$ cat src/rtl/hfd_pkg.sv
package hfd_pkg;

   localparam int CFG_W      = 4;
   localparam int SHIFT_W    = 5;
   localparam int ROW_W      = 11;
   localparam int IDX_W      = 10;
   localparam int SAMPLE_W   = 32;
   localparam int STATUS_W   = 2;
   localparam int RESET_LOG2 = 10;

   localparam logic OP_STORE  = 1'b0;
   localparam logic OP_DECODE = 1'b1;

   typedef enum logic [STATUS_W-1:0] {
      STATUS_OK     = 2'd0,
      STATUS_UNUSED = 2'd1,
      STATUS_RANGE  = 2'd2
   } status_type;

   typedef enum logic [1:0] {
      ST_IDLE,
      ST_READ,
      ST_DRAIN,
      ST_DONE
   } state_type;

   typedef struct packed {
      logic       clear;
      logic       add;
      logic       negate;
      logic       finish;
      logic       reject;
      status_type status;
   } acc_ctrl_type;

endpackage

$ cat src/rtl/hfd_seq.sv
module hfd_seq #(
   parameter int MAX_FRAMES = 1024,
   localparam int AW        = $clog2(MAX_FRAMES)
) (
   input  logic                        clock,
   input  logic                        reset,
   input  logic                        start,
   input  logic                        operation,
   input  logic [hfd_pkg::ROW_W-1:0]   mode_row,
   input  logic [hfd_pkg::CFG_W-1:0]   frames_log2,
   output logic                        busy,
   output logic                        rd_en,
   output logic [AW-1:0]               rd_addr,
   output hfd_pkg::acc_ctrl_type       ctrl,
   output logic [hfd_pkg::SHIFT_W-1:0] shift
);

   import hfd_pkg::*;

   localparam int LIM = $clog2(MAX_FRAMES + 1) - 1;
   localparam int PW  = (AW > IDX_W) ? AW : IDX_W;

   state_type          state_ff, state_in;
   logic [AW-1:0]      cnt_ff, cnt_in;
   logic [AW-1:0]      last_ff, last_in;
   logic [AW-1:0]      ones_sh;
   logic [IDX_W-1:0]   row_ff, row_in;
   logic [SHIFT_W-1:0] shift_ff, shift_in;
   logic [SHIFT_W-1:0] eff_log2;
   logic               add_ff, add_in;
   logic               neg_ff, neg_in;
   logic               accept;
   logic               row_big;

   // register is clamped to 1 .. floor(log2(MAX_FRAMES))
   always_comb begin
      if (frames_log2 == '0) begin
         eff_log2 = SHIFT_W'(1);
      end else if (SHIFT_W'(frames_log2) > SHIFT_W'(LIM)) begin
         eff_log2 = SHIFT_W'(LIM);
      end else begin
         eff_log2 = SHIFT_W'(frames_log2);
      end
   end

   assign row_big = (mode_row[IDX_W-1:0] >> eff_log2) != '0;
   assign ones_sh = {AW{1'b1}} << eff_log2;
   assign accept  = start && (state_ff == ST_IDLE) && (operation == OP_DECODE);

   always_ff @(posedge clock) begin
      if (reset) begin
         state_ff <= ST_IDLE;
         add_ff   <= 1'b0;
      end else begin
         state_ff <= state_in;
         add_ff   <= add_in;
      end
      cnt_ff   <= cnt_in;
      last_ff  <= last_in;
      row_ff   <= row_in;
      shift_ff <= shift_in;
      neg_ff   <= neg_in;
   end

   always_comb begin
      state_in    = state_ff;
      cnt_in      = cnt_ff;
      last_in     = last_ff;
      row_in      = row_ff;
      shift_in    = shift_ff;
      add_in      = 1'b0;
      neg_in      = 1'b0;
      rd_en       = 1'b0;
      ctrl        = '0;
      ctrl.status = STATUS_OK;
      ctrl.add    = add_ff;
      ctrl.negate = neg_ff;
      case (state_ff)
         ST_IDLE: begin
            if (accept) begin
               if (mode_row[ROW_W-1]) begin
                  ctrl.reject = 1'b1;
                  ctrl.status = STATUS_UNUSED;
               end else if (row_big) begin
                  ctrl.reject = 1'b1;
                  ctrl.status = STATUS_RANGE;
               end else begin
                  ctrl.clear = 1'b1;
                  row_in     = mode_row[IDX_W-1:0];
                  shift_in   = eff_log2;
                  last_in    = ~ones_sh;
                  cnt_in     = '0;
                  state_in   = ST_READ;
               end
            end
         end
         ST_READ: begin
            rd_en  = 1'b1;
            add_in = 1'b1;
            // Sylvester sign: parity of row AND frame
            neg_in = ^(PW'(row_ff) & PW'(cnt_ff));
            if (cnt_ff == last_ff) begin
               state_in = ST_DRAIN;
            end else begin
               cnt_in = cnt_ff + 1'b1;
            end
         end
         ST_DRAIN: begin
            state_in = ST_DONE;
         end
         ST_DONE: begin
            ctrl.finish = 1'b1;
            state_in    = ST_IDLE;
         end
         default: begin
            state_in = ST_IDLE;
         end
      endcase
   end

   assign busy    = state_ff != ST_IDLE;
   assign rd_addr = cnt_ff;
   assign shift   = shift_ff;

endmodule

$ cat config.mk
export PLATFORM = sky130hd
export DESIGN_NAME = hfd_seq
export DESIGN_NICKNAME = d
export VERILOG_FILES = /design/src/rtl/hfd_pkg.sv /design/src/rtl/hfd_seq.sv
export SDC_FILE = /design/constraint.sdc
export NUM_CORES = 1
export LEC_CHECK = 0
export BUFFER_PORTS_ARGS = -buffer_cell sky130_fd_sc_hd__buf_2
export CAP_MARGIN = 20
export CORE_ASPECT_RATIO = 1.25
export CORE_MARGIN = 2
export CORE_UTILIZATION = 25
export CTS_CLUSTER_DIAMETER = 200
export DETAILED_ROUTE_END_ITERATION = 16
export GPL_ROUTABILITY_DRIVEN = 0
export GPL_TIMING_DRIVEN = 0
export SLEW_MARGIN = 15
export SYNTH_ARGS = -nofsm -noshare
export SYNTH_HDL_FRONTEND = slang
export SYNTH_SLANG_ARGS = --single-unit
export TNS_END_PERCENT = 1
$ cat constraint.sdc
create_clock -name clock -period 3.1 [get_ports clock]
set_input_delay 0.31 -clock clock [delete_from_list [all_inputs] [get_ports clock]]
set_output_delay 0.31 -clock clock [all_outputs]
set_load 0.01 [all_outputs]
==> results.json, run 1 <==
{
  "period_share_pct": 78.4,
  "ctsLongestPathBuffers": 2,
  "core_area_um2": 7700,
  "crit-reg2reg-capture": "rd_addr[2]",
  "via_count": 1307,
  "detail-route-antenna-nets": 0,
  "yosysMostFrequentCell": "edfxtp_1",
  "status": "complete, no violations",
  "route.detailed.drc": 0,
  "start_util_pct": 25.5,
  "critPathLaunchType": "register",
  "synth-async-reset-ratio_pct": 0,
  "antenna_found_initial": 0,
  "die_area_um2": 8590,
  "finalPower_mw": 1.55,
  "die_h_um": 103,
  "diodes": 0,
  "routedWlPerCell_um": 12.1,
  "maxCapViolations": 0,
  "postCtsSetupRepairBufs": 0,
  "die_x_um": 83.3,
  "area_growth_pct": 21.3,
  "num_rows": 36,
  "finalSetupTns_ns": 0,
  "cp.arrival_ns": 2.37,
  "setup_viol_count_final": 0,
  "hold_depth": 1,
  "synth.top_cells.by_count": "edfxtp_1, xnor2_1, nand2_1, nor2_1, and2_1",
  "final_layout_size_suffix_gt1_share_pct": 28.0,
  "min_period_ns": 2.43,
  "wl_um": 3740,
  "synth-seq-cells": 37,
  "io_buffer_count": 38,
  "syn_avg_cell_area_um2": 11.8,
  "yosys-top-cells-area": "edfxtp_1, xnor2_1, dfxtp_1",
  "ff2ff_setup_slack_ns": 0.67,
  "cts.htree.levels": 2,
  "finalClockSkew_ns": 0.00962,
  "p_leak_nw": 0.918,
  "cts_tree": "done",
  "grt-ovfl-total": 0,
  "tightest_slew_ns": 0.867,
  "criticalPathCategory": "register to register",
  "hold_violations": 0,
  "track_usage_pct": 9.41,
  "viasPerCell": 4.23,
  "place_hpwl_um": 2980,
  "crit_fanout": 13,
  "required_ns": 3.04,
  "grt_pass1_vias": 1291,
  "rsz0062_at_grt": "false",
  "yosysTopAreaCell": "edfxtp_1",
  "syn_inst": 167,
  "synth-edff-count": 33,
  "rr_worst_depth": 5,
  "ctsResizeCount": 0,
  "numCtsBuffers": 5,
  "yosys_warnings": 0,
  "ios": 43,
  "synth_fp_nets": 191,
  "syn-cell-area_um2": 1970,
  "grt_pass1_wl_um": 6420,
  "grt_max_degree": 15,
  "slew-limit-headroom_pct": 41.7,
  "path_clk_slew_ns": 0.08,
  "seq_area_frac_synth_pct": 54.5,
  "r2r-start": "state_ff[0]",
  "synth_top_area_share_pct": 50.4,
  "hold_buffers": 0,
  "firstDrtPassIters": 4,
  "ys.flop_type": "edfxtp_1",
  "cp-end-kind": "register",
  "power.density_nw_per_um2": 651,
  "dr.first_iter.drc_count": 37,
  "hold_start": "mode_row[0]",
  "vdd_ir_drop_max_v": 0.000231,
  "clkSinkCount": 37,
  "slew_violations": 0,
  "min_to": "row_ff[0]",
  "nNetsFinal": 237,
  "fmax_mhz": 412,
  "hold_class": "primary input to register",
  "clock_latency_ns": 0.30,
  "ctsRootBufferMaster": "clkbuf_8",
  "synth.distinct_cells": 36
}
[kinds of logic (layout without fill, tap and decap cells)]
logic type      after synthesis  after routing  share of synthesized area, %
mux                           1              1                         0.509
fa+ha+maj                     5              5                          3.18
flops                        37             37                          54.5
simple gates                 59             59                          15.7
xor+xnor                     27             27                          12.0
buf+inv                      18             65                          5.16
compound gates               18             18                          8.53
other cells                   2              2                         0.382
[how the worst max path moves through the flow]
stage	slack, ns	endpoint	cells after the start	start
2_1_floorplan	0.37	rd_addr[0]	6	frames_log2[1]
3_3_place_gp	-0.08	rd_addr[7]	6	frames_log2[0]
3_5_place_dp	0.32	rd_addr[7]	6	frames_log2[0]
4_1_cts	0.60	rd_addr[2]	5	state_ff[0]
5_1_grt	0.45	rd_addr[2]	5	state_ff[0]
6_report	0.67	rd_addr[2]	5	state_ff[0]
[registers in the layout, summed over array words and instances (netlist names)]
signal	flops
add_ff	1
rd_addr	10
state_ff	2
row_ff	10
shift	3
neg_ff	1
last_ff	10
[power by group]
part	switching [mW]	internal [mW]	leakage, nW
logic	0.267	0.232	0.539
clock network	0.186	0.162	0.0447
registers	0.0737	0.631	0.334
[stage by stage]
stage          utilization (%)  hold WS [ns]  area [µm²]  setup slack [ns]  std cells
2_1_floorplan                -         0.376        1970             0.374        167
3_3_place_gp              29.5         0.506        2270           -0.0815        300
3_5_place_dp              29.7         0.496        2290             0.323        301
4_1_cts                   30.9         0.190        2380             0.599        309
5_1_grt                   30.9         0.184        2380             0.447        309
6_report                  30.9         0.198        2380             0.671        309
[layout by cell type (no fill, tap or decap), types with 2 or more instances in the layout]
cell and instances:
a21oi_1 3, and2_1 9, and3_1 4, buf_2 38, buf_4 5, buf_6 2
clkbuf_1 3, clkbuf_8 5, conb_1 2, dfxtp_1 4, edfxtp_1 33, ha_1 5
inv_1 8, nand2_1 15, nand2b_1 2, nand3_1 8, nand4_1 2, nor2_1 10
nor2b_1 5, nor3_1 2, o21ai_0 3, xnor2_1 21, xor2_1 6
[cell type report]
| cell class | instances | area, µm² |
|---|---|---|
| inverter | 8 | 30.0 |
| clock inverter | 3 | 25.0 |
| clock buffer | 5 | 68.8 |
| multi-input combinational | 112 | 793 |
| buffer | 10 | 71.3 |
| fill | 790 | 5320 |
| tap | 95 | 119 |
| sequential | 37 | 1070 |
| timing repair buffer | 39 | 205 |
[critical path: stages (launching register included)]
cell,delay [ns]
dfxtp_1,0.33
inv_1,0.11
ha_1,0.23
nand3_1,0.21
nor4_4,0.71
o21a_1,0.48
[routing by layer]
metal  part of all wire (%)  up-vias  GRT usage (%)  routed length [µm]
met2                     52       34           16.4                1950
met4                    1.2        0           4.54                  43
met5                      0        -              0                   0
met1                     42      605           11.0                1560
met3                    4.8        5           2.32                 179
li1                       -      663              -                   -
(Power assumes the default switching activity.)
==> inputs of run 2 (changes only) <==
==> constraint.sdc (replaced) <==
create_clock -name clock -period 2.38 [get_ports clock]
set_input_delay 0.238 -clock clock [delete_from_list [all_inputs] [get_ports clock]]
set_output_delay 0.238 -clock clock [all_outputs]
set_load 0.01 [all_outputs]
==> run 2 against run 1 <==
  * Via count about the same
  * Fmax up 16%
  * Sequential share of layout area down 1.0 points
  * Clock power up 85%
  * Flip-flop and latch count unchanged
  * First-iteration DRC count up 5.4%
  * Worst hold slack worse by 0.073 ns
  * Cell count up 0.32%
  * Routed wire length down 0.24%
  * Sequential power up 30%
  * Non-clock buffer count up 1
==> results.json, run 2 (synthesis gave the netlist of run 1 again) <==
{
  "crit_fanout": 10,
  "status": "complete, no violations",
  "critPathLaunchType": "register",
  "die_x_um": 83.3,
  "multiInputGateArea_um2": 801,
  "rr_worst_depth": 6,
  "ios": 43,
  "rsz0062_at_grt": "false",
  "num_rows": 36,
  "grt_max_degree": 13,
  "cts.htree.levels": 2,
  "fmax_mhz": 476,
  "die_h_um": 103,
  "r2r-start": "state_ff[0]",
  "slew_violations": 0,
  "die_area_um2": 8590,
  "start_util_pct": 25.5,
  "final_common_cell": "buf_2",
  "ff2ff_setup_slack_ns": 0.28,
  "antenna_found_initial": 0,
  "hold_violations": 0,
  "ctsLongestPathBuffers": 2,
  "dp_cells": 302,
  "finalClockSkew_ns": 0.00623,
  "min_to": "row_ff[0]",
  "numCtsBuffers": 5,
  "via_count": 1308,
  "critPathSlowestCell": "nor4_4",
  "nFillCells": 785,
  "path_clk_slew_ns": 0.08,
  "place_hpwl_um": 2940,
  "cts_tree": "done",
  "grt_pass1_wl_um": 6090,
  "finalSetupTns_ns": 0,
  "detail-route-antenna-nets": 0,
  "hold_depth": 1,
  "vdd_ir_drop_max_v": 0.000388,
  "seq_area_um2": 1070,
  "io_buffer_count": 38,
  "hold_buffers": 0,
  "layout_common_cells": "buf_2, edfxtp_1, xnor2_1",
  "period_share_pct": 88.4,
  "cp.arrival_ns": 2.10,
  "dr.first_iter.drc_count": 39,
  "crit_buf_inv": 2,
  "nNetsFinal": 238,
  "clkSinkCount": 37,
  "hold_class": "primary input to register",
  "finalInstanceArea_um2": 2440,
  "required_ns": 2.38,
  "criticalPathCategory": "register to register",
  "placed_area_um2": 2300,
  "firstDrtPassIters": 4,
  "diodes": 0,
  "min_period_ns": 2.10,
  "critical-path-max-stage-delay_ns": 0.44,
  "core_area_um2": 7700,
  "crit_family": "simple AND/OR/NAND/NOR gates",
  "grt-ovfl-total": 0,
  "postCtsSetupRepairBufs": 0,
  "final_layout_size_suffix_gt1_share_pct": 28.8,
  "route.detailed.drc": 0,
  "clock_latency_ns": 0.29,
  "hold_start": "mode_row[0]",
  "crit-reg2reg-capture": "rd_addr[7]",
  "p_leak_nw": 0.948,
  "maxCapViolations": 0,
  "ctsResizeCount": 0,
  "viasPerCell": 4.22,
  "grt_pass1_vias": 1222,
  "area_growth_pct": 24.1,
  "track_usage_pct": 9.11,
  "tightest_slew_ns": 0.524,
  "power.density_nw_per_um2": 914,
  "layout.cells.non_filler": 310,
  "cp-end-kind": "register",
  "routedWlPerCell_um": 12.0,
  "crit_chain": "inv_1 -> ha_1 -> nand3_1 -> nor4_4 -> buf_6 -> o21a_4",
  "slew-limit-headroom_pct": 64.7,
  "ctsRootBufferMaster": "clkbuf_8",
  "setup_viol_count_final": 0,
  "wl_um": 3730
}
-- run 2: cell types whose count changed in the layout (fill, tap and decap cells not counted), sizes merged --
cell      change
clkinvlp      -1
bufinv        +2
inv           -1
buf           +1
-- run 2: metrics by stage --
| stage | hold slack, ns | worst slack [ns] | util [%] | power (mW) |
|---|---|---|---|---|
| after global placement | 0.436 | -0.554 | 29.6 | 1.60 |
| after CTS | 0.116 | 0.242 | 31.7 | 2.27 |
| after global routing | 0.114 | 0.0667 | 31.7 | 2.36 |
| after detailed placement | 0.429 | 0.0424 | 29.9 | 1.61 |
| after floorplan | 0.304 | -0.163 | - | 1.40 |
| final | 0.125 | 0.277 | 31.7 | 2.23 |
-- run 2: how the worst max path moves through the flow --
stage / from / endpoint / slack [ns] / depth (start not counted)
CTS: state_ff[0] / rd_addr[7] / 0.24 / 6
detailed placement: frames_log2[0] / rd_addr[7] / 0.04 / 7
global placement: frames_log2[0] / rd_addr[7] / -0.55 / 6
floorplan: frames_log2[1] / rd_addr[0] / -0.16 / 6
global route: state_ff[0] / rd_addr[7] / 0.07 / 6
finish: state_ff[0] / rd_addr[7] / 0.28 / 6
-- run 2: routing by layer --
metal | share of wire (%) | wire (µm) | vias up | track usage (%)
met1 | 43 | 1610 | 602 | 10.5
met3 | 4.3 | 160 | 6 | 2.24
met4 | 2.1 | 77 | 0 | 4.54
met5 | 0 | 0 | - | 0
met2 | 50 | 1880 | 33 | 16.0
li1 | - | - | 667 | -
-- run 2: cell type report --
class	count	area share [%]
plain buffers	10	2.92
inverters	8	1.23
repair buffers	40	8.72
clock buffers	5	2.82
multi-input cells	112	32.8
clock inverters	3	2.67
well taps	95	4.87
flip-flops and latches	37	43.9
-- run 2: report_power, final --
| group | internal, mW | switching (mW) | total [mW] |
|---|---|---|---|
| logic | 0.314 | 0.353 | 0.667 |
| clock network | 0.416 | 0.229 | 0.645 |
| registers | 0.822 | 0.0964 | 0.918 |
| total | 1.55 | 0.678 | 2.23 |
==> inputs of run 3 (changes only) <==
--- a/config.mk
+++ b/config.mk
@@ -13,7 +13,6 @@
 export CTS_CLUSTER_DIAMETER = 200
 export DETAILED_ROUTE_END_ITERATION = 16
 export GPL_ROUTABILITY_DRIVEN = 0
-export GPL_TIMING_DRIVEN = 0
 export SLEW_MARGIN = 15
 export SYNTH_ARGS = -nofsm -noshare
 export SYNTH_HDL_FRONTEND = slang
==> run 3 against run 2 <==
  * Routed wire length is 12% higher
  * Worst hold slack better by 0.017 ns
  * Clock-buffer cell count stayed put
  * Die area stayed put
  * Total power is 8.0% lower
  * Critical path type unchanged
  * Highest routed layer unchanged
==> results.json, run 3 (synthesis gave the netlist of run 1 again) <==
{
  "routedWlPerCell_um": 13.5,
  "power.density_nw_per_um2": 865,
  "r2r-start": "state_ff[0]",
  "vdd_ir_drop_max_v": 0.000299,
  "wl_met3_um": 198,
  "criticalPathCategory": "register to register",
  "die_h_um": 103,
  "path_clk_slew_ns": 0.08,
  "cp-endpoint": "rd_addr[5]",
  "dr_wl_met2_um": 2040,
  "clkSinkCount": 37,
  "cp.arrival_ns": 1.93,
  "numCtsBuffers": 5,
  "dp_slack_ns": 0.182,
  "ios": 43,
  "finalInstanceArea_um2": 2370,
  "ff2ff_setup_slack_ns": 0.44,
  "final_layout_size_suffix_gt1_share_pct": 29.9,
  "grt-ovfl-total": 0,
  "grt_max_degree": 16,
  "fin_ws_ns": 0.444,
  "placed_area_um2": 2290,
  "fmax_mhz": 517,
  "num_rows": 36,
  "firstDrtPassIters": 4,
  "drt-met1-wl_um": 1760,
  "layout_common_cells": "buf_2, edfxtp_1, xnor2_1",
  "startpoint": "state_ff[0]",
  "hold_buffers": 0,
  "viasPerCell": 4.28,
  "cp-end-kind": "register",
  "required_ns": 2.37,
  "crit-reg2reg-capture": "rd_addr[5]",
  "p_leak_nw": 0.923,
  "hold-worst-slack_ns": 0.142,
  "nNetsFinal": 237,
  "hold_violations": 0,
  "finalSetupTns_ns": 0,
  "dr.first_iter.drc_count": 80,
  "finalPower_mw": 2.05,
  "ctsResizeCount": 0,
  "final_common_cell": "buf_2",
  "crit_fanout": 10,
  "die_area_um2": 8590,
  "critPathSlowestCell": "nor4_4",
  "detail-route-antenna-nets": 0,
  "slew-limit-headroom_pct": 65.6,
  "tightest_slew_ns": 0.511,
  "wl_um": 4170,
  "place_hpwl_um": 3300,
  "io_buffer_count": 41,
  "maxCapViolations": 0,
  "grt_pass1_vias": 1319,
  "top_layer_used": "met4",
  "via_count": 1324,
  "diodes": 0,
  "critical-path-max-stage-delay_ns": 0.44,
  "start_util_pct": 25.5,
  "rr_worst_depth": 5,
  "route.detailed.drc": 0,
  "die_x_um": 83.3,
  "postCtsSetupRepairBufs": 0,
  "clock_latency_ns": 0.29,
  "period_share_pct": 81.3,
  "core_area_um2": 7700,
  "ctsRootBufferMaster": "clkbuf_8",
  "slew_violations": 0,
  "track_usage_pct": 10.3,
  "grt_pass1_wl_um": 6690,
  "critPathLaunchType": "register",
  "cts_tree": "done",
  "status": "complete, no violations",
  "setup_viol_count_final": 0,
  "finalClockSkew_ns": 0.00646,
  "rsz0062_at_grt": "false",
  "ctsLongestPathBuffers": 2,
  "area_growth_pct": 20.7,
  "cts.htree.levels": 2,
  "crit_chain": "inv_1 -> ha_1 -> nand3_1 -> nor4_4 -> o21a_4",
  "antenna_found_initial": 0,
  "hold_class": "primary input to register",
  "min_period_ns": 1.94
}
==> run 3: worst min-delay path by stage <==
stage,from,slack (ns),cells past startpoint,endpoint
after floorplan,reset,0.30,1,state_ff[0]
after CTS,mode_row[0],0.13,1,row_ff[0]
after global placement,mode_row[0],0.44,1,row_ff[0]
after detailed placement,mode_row[0],0.44,1,row_ff[0]
final,mode_row[0],0.14,1,row_ff[0]
after global routing,mode_row[0],0.13,1,row_ff[0]
==> run 3: layout make-up <==
cell class,instances,area (µm²)
Clock buffer,5,68.8
Clock inverter,3,17.5
Fill cell,785,5330
Inverter,8,30.0
Multi-Input combinational cell,112,801
Sequential cell,37,1070
Tap cell,95,119
Timing Repair Buffer,49,265
==> run 3: worst max-delay path, delay by kind of cell, from the launching register on <==
kind	cells	cell delay, ns
AO/OA/AOI/OAI	1	0.28
adder cells (fa/ha/maj)	1	0.24
buffers and inverters	1	0.11
flip-flops	1	0.33
AND/OR/NAND/NOR	2	0.67
==> run 3: metrics by stage <==
step                instances  utilization (%)
global placement          301             29.7
CTS                       309             30.8
finish                    309             30.8
floorplan                 167                -
global route              309             30.8
detailed placement        301             29.7
==> run 3: report_power, final <==
part           internal (mW)  switching [mW]  total (mW)
combinational          0.327           0.392       0.720
clock                  0.202           0.224       0.426
sequential             0.821          0.0843       0.906
total                   1.35           0.701        2.05
==> run 3: layer usage <==
metal  up-vias  global-route usage, %
li1        667                      -
met1       602                   11.9
met2        43                   17.6
met3        12                   2.32
met4         0                   6.56
met5         -                      0
