## config.mk

```make
export PLATFORM = sky130hd
export DESIGN_NAME = hfd_acc
export DESIGN_NICKNAME = d
export VERILOG_FILES = /design/src/rtl/hfd_pkg.sv /design/src/rtl/hfd_acc.sv
export SDC_FILE = /design/constraint.sdc
export NUM_CORES = 1
export LEC_CHECK = 0
export ABC_AREA = 1
export BUFFER_PORTS_ARGS = -buffer_cell sky130_fd_sc_hd__buf_2
export CORE_UTILIZATION = 55
export CTS_CLUSTER_DIAMETER = 200
export DETAILED_ROUTE_END_ITERATION = 7
export PLACE_DENSITY = 0.75
export SYNTH_ARGS = -nofsm -noshare
export SYNTH_HDL_FRONTEND = slang
export SYNTH_SLANG_ARGS = --single-unit
export TNS_END_PERCENT = 100
```

## constraint.sdc

```tcl
create_clock -name clock -period 4.6 [get_ports clock]
set_input_delay 0.69 -clock clock [delete_from_list [all_inputs] [get_ports clock]]
set_output_delay 0.69 -clock clock [all_outputs]
set_load 0.02 [all_outputs]
```

## src/rtl/hfd_pkg.sv

```systemverilog
package hfd_pkg;

   localparam int CFG_W      = 4;
   localparam int SHIFT_W    = 5;
   localparam int ROW_W      = 11;
   localparam int IDX_W      = 10;
   localparam int SAMPLE_W   = 32;
   localparam int STATUS_W   = 2;
   localparam int RESET_LOG2 = 10;

   localparam logic OP_STORE  = 1'b0;
   localparam logic OP_DECODE = 1'b1;

   typedef enum logic [STATUS_W-1:0] {
      STATUS_OK     = 2'd0,
      STATUS_UNUSED = 2'd1,
      STATUS_RANGE  = 2'd2
   } status_type;

   typedef enum logic [1:0] {
      ST_IDLE,
      ST_READ,
      ST_DRAIN,
      ST_DONE
   } state_type;

   typedef struct packed {
      logic       clear;
      logic       add;
      logic       negate;
      logic       finish;
      logic       reject;
      status_type status;
   } acc_ctrl_type;

endpackage

```

## src/rtl/hfd_acc.sv

```systemverilog
module hfd_acc #(
   parameter int MAX_FRAMES = 1024,
   localparam int AW        = $clog2(MAX_FRAMES),
   localparam int ACC_W     = hfd_pkg::SAMPLE_W + AW + 1
) (
   input  logic                                clock,
   input  hfd_pkg::acc_ctrl_type               ctrl,
   input  logic [hfd_pkg::SHIFT_W-1:0]         shift,
   input  logic [hfd_pkg::SAMPLE_W-1:0]        rd_data,
   output logic signed [hfd_pkg::SAMPLE_W-1:0] result
);

   import hfd_pkg::*;

   localparam logic signed [ACC_W-1:0] POS_MAX =
      {{(ACC_W-SAMPLE_W+1){1'b0}}, {(SAMPLE_W-1){1'b1}}};
   localparam logic signed [ACC_W-1:0] NEG_MIN =
      {{(ACC_W-SAMPLE_W+1){1'b1}}, {(SAMPLE_W-1){1'b0}}};

   logic signed [ACC_W-1:0] acc_ff, acc_in;
   logic signed [ACC_W-1:0] sample_ext;
   logic signed [ACC_W-1:0] shifted;

   assign sample_ext = {{(ACC_W-SAMPLE_W){rd_data[SAMPLE_W-1]}}, rd_data};

   always_comb begin
      if (ctrl.clear) begin
         acc_in = '0;
      end else if (ctrl.add) begin
         acc_in = ctrl.negate ? (acc_ff - sample_ext) : (acc_ff + sample_ext);
      end else begin
         acc_in = acc_ff;
      end
   end

   always_ff @(posedge clock) begin
      acc_ff <= acc_in;
   end

   // arithmetic shift floors; only +2^31 can overflow
   assign shifted = acc_ff >>> shift;

   always_comb begin
      if (shifted > POS_MAX) begin
         result = POS_MAX[SAMPLE_W-1:0];
      end else if (shifted < NEG_MIN) begin
         result = NEG_MIN[SAMPLE_W-1:0];
      end else begin
         result = shifted[SAMPLE_W-1:0];
      end
   end

endmodule

```

==> results of run 1 <==
## Yosys cell counts, drive strengths merged, types with 20 or more instances
| master | number | area share, % |
|---|---|---|
| ha | 43 | 6.6 |
| xor2 | 39 | 4.2 |
| nand2 | 514 | 24 |
| mux2i | 21 | 2.6 |
| or2 | 20 | 1.5 |
| nor2 | 177 | 8.2 |
| nand3 | 134 | 8.4 |
| dfxtp | 43 | 11 |
| inv | 216 | 9.9 |
| buf | 30 | 2.1 |
| o21ai | 142 | 8.7 |
| clkbuf | 31 | 1.4 |
| a21oi | 92 | 5.6 |
## through the flow
step	area, µm²	utilization (%)
floorplan	8180	-
global placement	8560	58.9
detailed placement	8560	58.9
CTS	8730	60.1
global route	8730	60.1
finish	8730	60.1
## area by class of cell
type	instances	share of cell area, %
Clock buffer	5	1.43
Clock inverter	3	0.502
Inverter	217	9.33
Multi-Input combinational cell	1258	71.2
Sequential cell	43	9.86
Tap cell	184	2.64
Timing Repair Buffer	83	5.07
## final timing paths
check | to | cells after the start | startpoint | slack [ns]
setup / recovery | acc_ff[34] | 20 | rd_data[2] | 0.64
hold / removal | acc_ff[0] | 2 | acc_ff[0] | 0.54
hold reg to reg | acc_ff[0] | 2 | acc_ff[0] | 0.54
setup reg to reg | acc_ff[24] | 17 | acc_ff[0] | 1.58
## per-layer routing
layer,global-route usage [%],vias to the layer above
li1,-,5108
met2,57.3,375
met4,12.9,0
met1,45.8,4317
met3,3.07,52
met5,0,-
## report_power, final
group	internal [mW]	leakage, nW	total [mW]	switching [mW]
sequential	0.426	0.358	0.501	0.0749
clock	0.257	0.0838	0.424	0.167
combinational	0.508	4.45	1.54	1.03
total	1.19	4.89	2.47	1.27
## tightest hold or removal path, delay by kind of cell, from the launching register on
kind               cells  cell delay, ns
DFF                    1            0.32
AOI/OAI and AO/OA      2            0.18
## cells by family after synthesis
logic type / share of synthesized area, %
AO/OA/AOI/OAI: 17.1
XOR/XNOR: 5.14
adder cells (fa/ha/maj): 6.82
buffers and inverters: 13.5
flip-flops: 10.5
multiplexers: 2.57
AND/OR/NAND/NOR: 44.3
==> summary.md, run 1 <==
| Metric | Value |
|---|---|
| Commonest non-fill, non-tap cell in the layout | nand2_1 |
| Clock-pin slew on the worst setup and hold paths | 0.07 ns |
| Avg WL per Cell | 14.4 µm |
| DR top layer | met4 |
| P_leak | 4.89 nW |
| Crit path capture type | register |
| Area grow syn2layout | 6.75% |
| RSZ-0062 raised after global routing | false |
| Critical path arrival | 4.15 ns |
| Worst-Margin Slew | 1.27 ns |
| Port bufs | 72 |
| Post-Layout Cell Count | 1793 |
| HP Class | reg2reg |
| First-pass GRT wire length | 40.4 mm |
| Share of layout cells above drive strength 1 | 7.02% |
| Overall Power | 2.47 mW |
| Slowest cell on crit path | nor3_2 |
| Sequential Area | 861 µm² |
| Die H | 124 µm |
| Hold buffers post-CTS | 0 |
| Post-cts resize count | 0 |
| Clk_skew | 0.0109 ns |
| Synth async-reset ratio | 0% |
| VDD IR max | 0.140 mV |
| Core area | 14500 µm² |
| Multi-input gate area | 6210 µm² |
| Period utilization | 86.1% |
| Fin. max-slew vios | 0 |
| Primary FF master, synth | dfxtp_1 |
| Antenna cells | 0 |
| Syn avg cell area | 5.18 µm² |
| Placed cell count | 1785 |
| Initial core utilization | 56.3% |
| Worst-Skew Late Latency | 0.30 ns |
| Synth Net Count | 1668 |
| # rows | 44 |
| Final TNS setup | 0 ns |
| Antenna-violating nets left | 0 |
| Setup Crit Path Kind | in2reg |
| Largest net degree at the start of global routing | 44 |
| CTS max path bufs | 2 |
| Min Hold Slack | 0.539 ns |
| Vias in the first global route | 8339 |
| Count of different cell masters after synthesis | 41 |
| Drt via density | 5.49 |
| Wire length on met2 | 11.5 mm |
| DR vias | 9852 |
| # fillers | 1628 |
| Biggest register | acc_ff |
| H-tree levels | 2 |
| Met1 WL | 11.6 mm |
| Die X-Extent | 124 µm |
| Drt total wl | 25.9 mm |
| Number of flip-flops in the largest register | 43 |
| GRT Total Usage | 34.3% |
| Root Driver | clkbuf_16 |
| Top Registers | acc_ff: 43 flops |
| DRT iter0 DRCs | 731 |
| CTS tree | done |
| Max Cap Violations | 0 |
| Most used cell, CP | nor2_1 |
| Synth warn | 0 |
| GP Congestion | 0.985 |
| Final worst slack | 0.640 ns |
| Relative slew slack | 15.4% |
| Crit path cell chain | buf_2 -> nor3_2 -> nand4_1 -> nor2_1 -> nand3_1 -> nor2_2 -> nand4_1 -> nor2_1 -> nand2_1 -> o21ai_0 -> ha_1 -> nand2_1 -> nor2_1 -> nand2_1 -> nor3_1 -> nand3_1 -> nand3_1 -> nor2_1 -> o21ai_0 -> inv_1 |
| Synthesized area | 8180 µm² |
| First-pass detailed-route iteration total | 6 |
| Fmax | 253 MHz |
| Top Family by Delay on Critical Path | simple AND/OR/NAND/NOR gates |
| Seq/Total Area, Yosys | 10.5% |
| Total clock sinks | 43 |
| Nets | 1697 |
| Initial antenna violation count | 0 |
| Worst slack at placement | 0.382 ns |
| Cell count after synthesis | 1579 |
| Max FO, Critical Path | 6 |
| Flops & latches, synth | 43 |
| Largest stage delay on the critical path | 0.27 ns |
| P per Cell Area | 282 nW/µm² |
| Status | completed |
| Detailed Place HPWL | 21.4 mm |
| Critical path launch point type | primary input |
| Grt ovf | 0 |
| Post-layout min period | 3.96 ns |
| Final hold vios | 0 |
| Final number of setup-violating endpoints | 0 |
| Die area | 15400 µm² |
| Remaining DRCs | 0 |
| Post-synth EDFFs | 0 |
| WP data required | 4.79 ns |
| Commonest cells after routing, fill and taps aside | nand2_1, inv_1, nor2_1, nand3_1, o21ai_0 |
| Num ports | 77 |
| WP buf/inv | 2 |
| Cts bufs inserted | 5 |
| Postcts setup bufs | 0 |
| Met3 WL | 1.87 mm |
Power figures use the tool's default switching activity.
==> run 2: changes to the inputs <==
--- a/config.mk
+++ b/config.mk
@@ -8,6 +8,7 @@
 export ABC_AREA = 1
 export BUFFER_PORTS_ARGS = -buffer_cell sky130_fd_sc_hd__buf_2
 export CORE_UTILIZATION = 55
+export CTS_BUF_LIST = sky130_fd_sc_hd__clkbuf_8
 export CTS_CLUSTER_DIAMETER = 200
 export DETAILED_ROUTE_END_ITERATION = 7
 export PLACE_DENSITY = 0.75
==> constraint.sdc (replaced) <==
create_clock -name clock -period 5.1 [get_ports clock]
set_input_delay 0.765 -clock clock [delete_from_list [all_inputs] [get_ports clock]]
set_output_delay 0.765 -clock clock [all_outputs]
set_load 0.02 [all_outputs]
==> run 2 against run 1 <==
Flip-flop and latch count unchanged. Cell area decreased by 1.1%. Non-clock buffer count decreased by 2. Routed wire length increased by 0.17%. Largest power group unchanged. Via count decreased by 1.1%. Total power decreased by 16%. Critical path depth increased by 3. Worst hold slack improved by 0.0049 ns. Die area unchanged. Clock power decreased by 45%. Sequential power decreased by 10%. Highest routed layer unchanged. Register-to-register slack improved by 0.47 ns.
==> summary.md, run 2 (synthesis results as in run 1) <==
| Metric | Value |
|---|---|
| Largest net degree at the start of global routing | 68 (+55%) |
| Drt total wl | 25.9 mm (+0.17%) |
| FF-to-FF setup slack | 2.05 ns (+0.47 ns) |
| Port bufs | 72 (unchanged) |
| CTS max path bufs | 2 (unchanged) |
| Die X-Extent | 124 µm (unchanged) |
| Commonest cells after routing, fill and taps aside | nand2_1, inv_1, nor2_1, nand3_1, o21ai_0 |
| DRT iter0 DRCs | 687 (-6.0%) |
| Worst-Skew Late Latency | 0.32 ns (+0.02 ns) |
| Area grow syn2layout | 5.54% |
| Biggest register | acc_ff |
| Period utilization | 79.8% |
| Number of flip-flops in the largest register | 43 (unchanged) |
| Antenna-violating nets left | 0 (unchanged) |
| Root Driver | clkbuf_8 |
| Hold worst-path end | acc_ff[0] |
| Remaining DRCs | 0 (unchanged) |
| Top Registers | acc_ff: 43 flops |
| Clk_skew | 0.0102 ns (-0.000652 ns) |
| Crit path capture type | register |
| H-tree levels | 2 (unchanged) |
| Core area | 14500 µm² (unchanged) |
| Die area | 15400 µm² (unchanged) |
| # fillers | 1656 (+1.7%) |
| Initial antenna violation count | 0 (unchanged) |
| Final hold vios | 0 (unchanged) |
| HP Class | reg2reg |
| Commonest non-fill, non-tap cell in the layout | nand2_1 |
| Final number of setup-violating endpoints | 0 (unchanged) |
| Fin. max-slew vios | 0 (unchanged) |
| Grt met2 use | 57.4% (+0.10 points) |
| Critical path launch point type | primary input |
| GP Congestion | 0.984 (about the same) |
| Die H | 124 µm (unchanged) |
| Max FO, Critical Path | 5 (-1) |
| Grt ovf | 0 (unchanged) |
| Critical R2R Capture | acc_ff[24] |
| GRT met3 Usage | 2.88% (-0.18 points) |
| Critical path arrival | 4.29 ns (+0.14 ns) |
| Num ports | 77 (unchanged) |
| Antenna cells | 0 (unchanged) |
| First-pass GRT wire length | 40.0 mm (-1.2%) |
| Post-cts resize count | 0 (unchanged) |
| Initial core utilization | 56.3% (unchanged) |
| Sequential Area | 861 µm² (unchanged) |
| Final TNS setup | 0 ns (unchanged) |
| Setup Crit Path Kind | in2reg |
| Relative slew slack | 38.9% (+23 points) |
| GR Layer Usage met1 | 45.4% (-0.42 points) |
| Cts bufs inserted | 5 (unchanged) |
| Nets | 1695 (-0.12%) |
| Detailed Place HPWL | 21.6 mm (+1.0%) |
| Postcts setup bufs | 0 (unchanged) |
| Busiest grt layer | met2 |
| Total clock sinks | 43 (unchanged) |
| Reg2Reg Depth | 17 (unchanged) |
| RSZ-0062 raised after global routing | false |
| Fin area | 8630 µm² (-1.1%) |
| Hold_sp | acc_ff[0] |
| Placement Cell Area | 8550 µm² (-0.18%) |
| Min Hold Slack | 0.544 ns (+0.00489 ns) |
| Worst-Margin Slew | 0.916 ns (-0.352 ns) |
| Multi-input gate area | 6210 µm² (unchanged) |
| GRT Total Usage | 34.0% (-0.35 points) |
| # rows | 44 (unchanged) |
| DR vias | 9742 (-1.1%) |
| Clock-pin slew on the worst setup and hold paths | 0.09 ns (+0.02 ns) |
| P per Cell Area | 240 nW/µm² (-15%) |
| Status | completed |
| VDD IR max | 0.107 mV (-24%) |
| Share of layout cells above drive strength 1 | 6.85% (-0.18 points) |
| Hold Path Stages | 2 (unchanged) |
| WP data required | 5.32 ns (+0.53 ns) |
| Max Cap Violations | 0 (unchanged) |
| P_leak | 4.84 nW (-0.98%) |
| CTS tree | done |
| First-pass detailed-route iteration total | 7 (+1) |
| Layout Utilization | 59.4% (-0.68 points) |
| Post-layout min period | 4.07 ns |
| Avg WL per Cell | 14.5 µm (+0.29%) |
| Drt via density | 5.44 (-1.0%) |
| Hold buffers post-CTS | 0 (unchanged) |
| Vias in the first global route | 8232 (-1.3%) |
| RR Startpoint | acc_ff[0] |
| Fmax | 246 MHz |
-- run 2: cell count changes in the layout (fill, tap and decap cells not counted), sizes merged --
cell and delta:
buf -2, bufinv -1, clkinv -1, clkinvlp +1, inv +1
-- run 2: how the worst max path moves through the flow --
stage,from,endpoint,slack [ns],depth (start not counted)
3_3_place_gp,rd_data[0],acc_ff[31],0.84,23
4_1_cts,rd_data[0],acc_ff[31],1.10,23
2_1_floorplan,rd_data[1],acc_ff[31],1.62,22
6_report,rd_data[0],acc_ff[31],1.03,23
5_1_grt,rd_data[2],acc_ff[34],0.52,20
3_5_place_dp,rd_data[0],acc_ff[31],0.80,23
-- run 2: cell type report --
cell class,instances,share of cell area [%]
Clock inverter,3,0.188
Clock buffer,5,0.797
Multi-Input combinational cell,1258,72.0
Inverter,217,9.44
Sequential cell,43,9.97
Timing Repair Buffer,81,4.96
Tap cell,184,2.67
-- run 2: critical path: stages --
cell	delay (ns)
buf_2	0.13
inv_1	0.06
ha_1	0.16
inv_1	0.04
nor2_1	0.21
nand2_1	0.11
nor4_1	0.30
nor2_1	0.14
nor2_1	0.22
o21ai_0	0.15
xnor2_1	0.18
ha_1	0.37
nand2_1	0.11
nor2_1	0.24
nand2_1	0.11
nor3_1	0.16
nand2_1	0.10
nand3_1	0.19
nand2_1	0.15
nand3_1	0.11
nand2_1	0.06
o21ai_0	0.16
inv_1	0.06
-- run 2: where the power goes --
group,total [mW],switching (mW),internal (mW)
sequential,0.449,0.0654,0.384
clock,0.235,0.140,0.0942
combinational,1.39,0.930,0.457
-- run 2: metal layers --
layer / vias to the layer above / routed length [µm]
li1: 5086 / -
met1: 4276 / 11800
met2: 335 / 11600
met3: 45 / 1810
met4: 0 / 722
met5: - / 0
-- run 2: through the flow --
step	instances	power, mW	setup WS [ns]
after floorplan	1579	1.46	1.62
after global placement	1783	1.80	0.838
after detailed placement	1783	1.81	0.803
after CTS	1791	2.05	1.10
after global routing	1791	2.27	0.521
final	1791	2.07	1.03
==> run 3: changes to the inputs <==
--- a/config.mk
+++ b/config.mk
@@ -11,7 +11,7 @@
 export CTS_BUF_LIST = sky130_fd_sc_hd__clkbuf_8
 export CTS_CLUSTER_DIAMETER = 200
 export DETAILED_ROUTE_END_ITERATION = 7
-export PLACE_DENSITY = 0.75
+export PLACE_DENSITY = 0.78
 export SYNTH_ARGS = -nofsm -noshare
 export SYNTH_HDL_FRONTEND = slang
 export SYNTH_SLANG_ARGS = --single-unit
==> constraint.sdc (replaced) <==
create_clock -name clock -period 3.6 [get_ports clock]
set_input_delay 0.54 -clock clock [delete_from_list [all_inputs] [get_ports clock]]
set_output_delay 0.54 -clock clock [all_outputs]
set_load 0.02 [all_outputs]
==> run 3 against run 2 <==
Cell area grew 9.4%. Routed wire length shrank 0.53%. Clock power grew 77%. Sequential share of layout area shrank 0.86 points. Worst hold slack gained 0.021 ns. Flip-flop and latch count is the same. Die area is the same. Via count grew 3.9%. Core utilization grew 5.6 points. Critical path type unchanged. Largest cell class unchanged. First-iteration DRC count grew 4.5%. Clock-buffer cell count is the same. Register-to-register slack lost 1.1 ns.
==> summary.md, run 3 (synthesis results as in run 1) <==
| Metric | Value |
|---|---|
| Status | completed |
| Cell internal pwr | 1.57 mW (+68%) |
| Antenna-violating nets left | 0 (unchanged) |
| Top Registers | acc_ff: 43 flops |
| Share of layout cells above drive strength 1 | 14.0% (+7.2 points) |
| Critical path launch point type | primary input |
| Worst-Skew Late Latency | 0.32 ns (about the same) |
| Area grow syn2layout | 15.5% |
| Seq pwr share | 19.6% (-2.1 points) |
| Drt total wl | 25.8 mm (-0.53%) |
| Placed cell count | 1850 (+3.8%) |
| Number of flip-flops in the largest register | 43 (unchanged) |
| Post-layout min period | 3.34 ns |
| Hold_sp | acc_ff[0] |
| VDD IR max | 0.202 mV (+89%) |
| Overall Power | 3.24 mW (+56%) |
| Drt via density | 5.44 (about the same) |
| RSZ-0062 raised after global routing | true |
| Commonest cells after routing, fill and taps aside | nand2_1, inv_1, nor2_1, nand3_1, o21ai_0 |
| Switching share of power | 51.6% (-3.3 points) |
| H-tree levels | 2 (unchanged) |
| P per Cell Area | 343 nW/µm² (+43%) |
| Fin. max-slew vios | 0 (unchanged) |
| First-pass GRT wire length | 40.4 mm (+1.0%) |
| GRT Total Usage | 33.7% (-0.35 points) |
| Total clock sinks | 43 (unchanged) |
| Sw power | 1.67 mW (+47%) |
| Avg WL per Cell | 13.9 µm (-4.3%) |
| Final hold vios | 0 (unchanged) |
| Nets | 1765 (+4.1%) |
| RR Startpoint | acc_ff[0] |
| Worst-Margin Slew | 1.12 ns (+0.207 ns) |
| CTS max path bufs | 2 (unchanged) |
| Vias in the first global route | 8730 (+6.0%) |
| Combinational fraction of design power | 67.6% (+0.6 points) |
| Post-Layout Cell Count | 1861 (+3.9%) |
| Root Driver | clkbuf_8 |
| GP Congestion | 0.951 (-3.3%) |
| Die area | 15400 µm² (unchanged) |
| Die H | 124 µm (unchanged) |
| DRT iter0 DRCs | 718 (+4.5%) |
| Fin area | 9450 µm² (+9.4%) |
| Initial core utilization | 56.3% (unchanged) |
| First-pass detailed-route iteration total | 7 (unchanged) |
| DR vias | 10120 (+3.9%) |
| P_leak | 5.25 nW (+8.3%) |
| Core area | 14500 µm² (unchanged) |
| Die X-Extent | 124 µm (unchanged) |
| HP Class | reg2reg |
| Final number of setup-violating endpoints | 0 (unchanged) |
| Clk_skew | 0.0122 ns (+0.00196 ns) |
| Relative slew slack | 24.6% (-14 points) |
| Largest net degree at the start of global routing | 67 (-1.5%) |
| Critical R2R Capture | acc_ff[28] |
| Clock-pin slew on the worst setup and hold paths | 0.09 ns (about the same) |
| Antenna cells | 0 (unchanged) |
| Reg2Reg Depth | 17 (unchanged) |
| Final TNS setup | 0 ns (unchanged) |
| Initial antenna violation count | 0 (unchanged) |
| Crit path capture type | register |
| # rows | 44 (unchanged) |
| Commonest non-fill, non-tap cell in the layout | nand2_1 |
| Hold buffers post-CTS | 0 (unchanged) |
| Max Cap Violations | 0 (unchanged) |
| Cts bufs inserted | 5 (unchanged) |
| Port bufs | 72 (unchanged) |
| Clk pwr share | 12.9% (+1.6 points) |
| Biggest register | acc_ff |
| Critical path arrival | 3.56 ns (-0.73 ns) |
| Remaining DRCs | 0 (unchanged) |
| Hold worst-path end | acc_ff[0] |
| WP data required | 3.82 ns (-1.50 ns) |
| Placement Cell Area | 9060 µm² (+6.0%) |
| Period utilization | 92.7% |
| Detailed Place HPWL | 21.1 mm (-2.4%) |
| Fmax | 300 MHz |
| FF-to-FF setup slack | 0.96 ns (-1.09 ns) |
| Max FO, Critical Path | 4 (-1) |
| CTS tree | done |
| Num ports | 77 (unchanged) |
| Grt ovf | 0 (unchanged) |
| Hold Path Stages | 2 (unchanged) |
| Setup Crit Path Kind | in2reg |
-- run 3: cell types whose count changed in the layout (fill, tap and decap cells not counted), moves of 5 or more --
cell and change:
buf_4 +69, nor2_1 -23, nor2_2 +21, o21ai_0 -8, a21oi_1 -7, a21oi_2 +7
o21ai_1 +7, nand2_1 -6, nand2_2 +6, nand3_1 -6, nand3_2 +6, ha_1 -5
-- run 3: cell type report --
class / instances / area [µm²]
clock buffers: 5 / 68.8
clock inverters: 3 / 47.5
fillers: 1458 / 5090
inverters: 217 / 815
multi-input cells: 1258 / 6460
flip-flops and latches: 43 / 861
well taps: 184 / 230
repair buffers: 151 / 966
-- run 3: power groups by stage --
| stage | combinational [mW] | sequential, mW | clock [mW] |
|---|---|---|---|
| 2_1_floorplan | 1.46 | 0.597 | 0 |
| 3_3_place_gp | 2.03 | 0.635 | 0 |
| 3_5_place_dp | 2.06 | 0.638 | 0 |
| 4_1_cts | 2.07 | 0.626 | 0.417 |
| 5_1_grt | 2.45 | 0.642 | 0.428 |
| 6_report | 2.19 | 0.634 | 0.416 |
-- run 3: stage by stage --
step | hold slack, ns | util, % | worst slack (ns)
floorplan | 0.490 | - | 0.343
global placement | 0.509 | 62.3 | -0.0798
detailed placement | 0.541 | 62.3 | -0.187
CTS | 0.560 | 63.1 | 0.136
global route | 0.639 | 65.0 | -0.0104
finish | 0.564 | 65.0 | 0.262
-- run 3: worst max-delay path by stage --
stage	startpoint	slack [ns]	to
after floorplan	rd_data[1]	0.34	acc_ff[31]
after global placement	rd_data[2]	-0.08	acc_ff[26]
after detailed placement	rd_data[1]	-0.19	acc_ff[34]
after CTS	rd_data[1]	0.14	acc_ff[34]
after global routing	rd_data[2]	-0.01	acc_ff[42]
final	rd_data[1]	0.26	acc_ff[33]
-- run 3: per-layer routing --
| layer | global-route usage [%] | share of wire (%) |
|---|---|---|
| met2 | 56.8 | 45 |
| met3 | 3.66 | 7.1 |
| met4 | 13.5 | 3.5 |
| met1 | 43.6 | 45 |
| met5 | 0 | 0 |
-- run 3: critical path: stages --
cell and delay, ns:
buf_2 0.12, inv_1 0.07, ha_2 0.17, inv_1 0.06
nor2_4 0.10, nand2_2 0.09, nor4_4 0.32, buf_4 0.16
nand2_1 0.07, nand2_2 0.10, buf_4 0.12, xor2_2 0.07
ha_1 0.36, nand2_1 0.12, nor2_1 0.23, nand2_1 0.18
inv_1 0.13, nand2_1 0.07, nand2_1 0.07, nand2_1 0.11
nand4_1 0.12, nand3_1 0.08, nand2_1 0.07, inv_1 0.03
-- run 3: timing repair --
| action | 4_1_cts | 5_1_grt |
|---|---|---|
| resized for setup | 0 | 66 |
| hold endpoints to repair | 0 | 0 |
| buffers inserted | 0 | 3 |
| setup endpoints to repair | 0 | 25 |
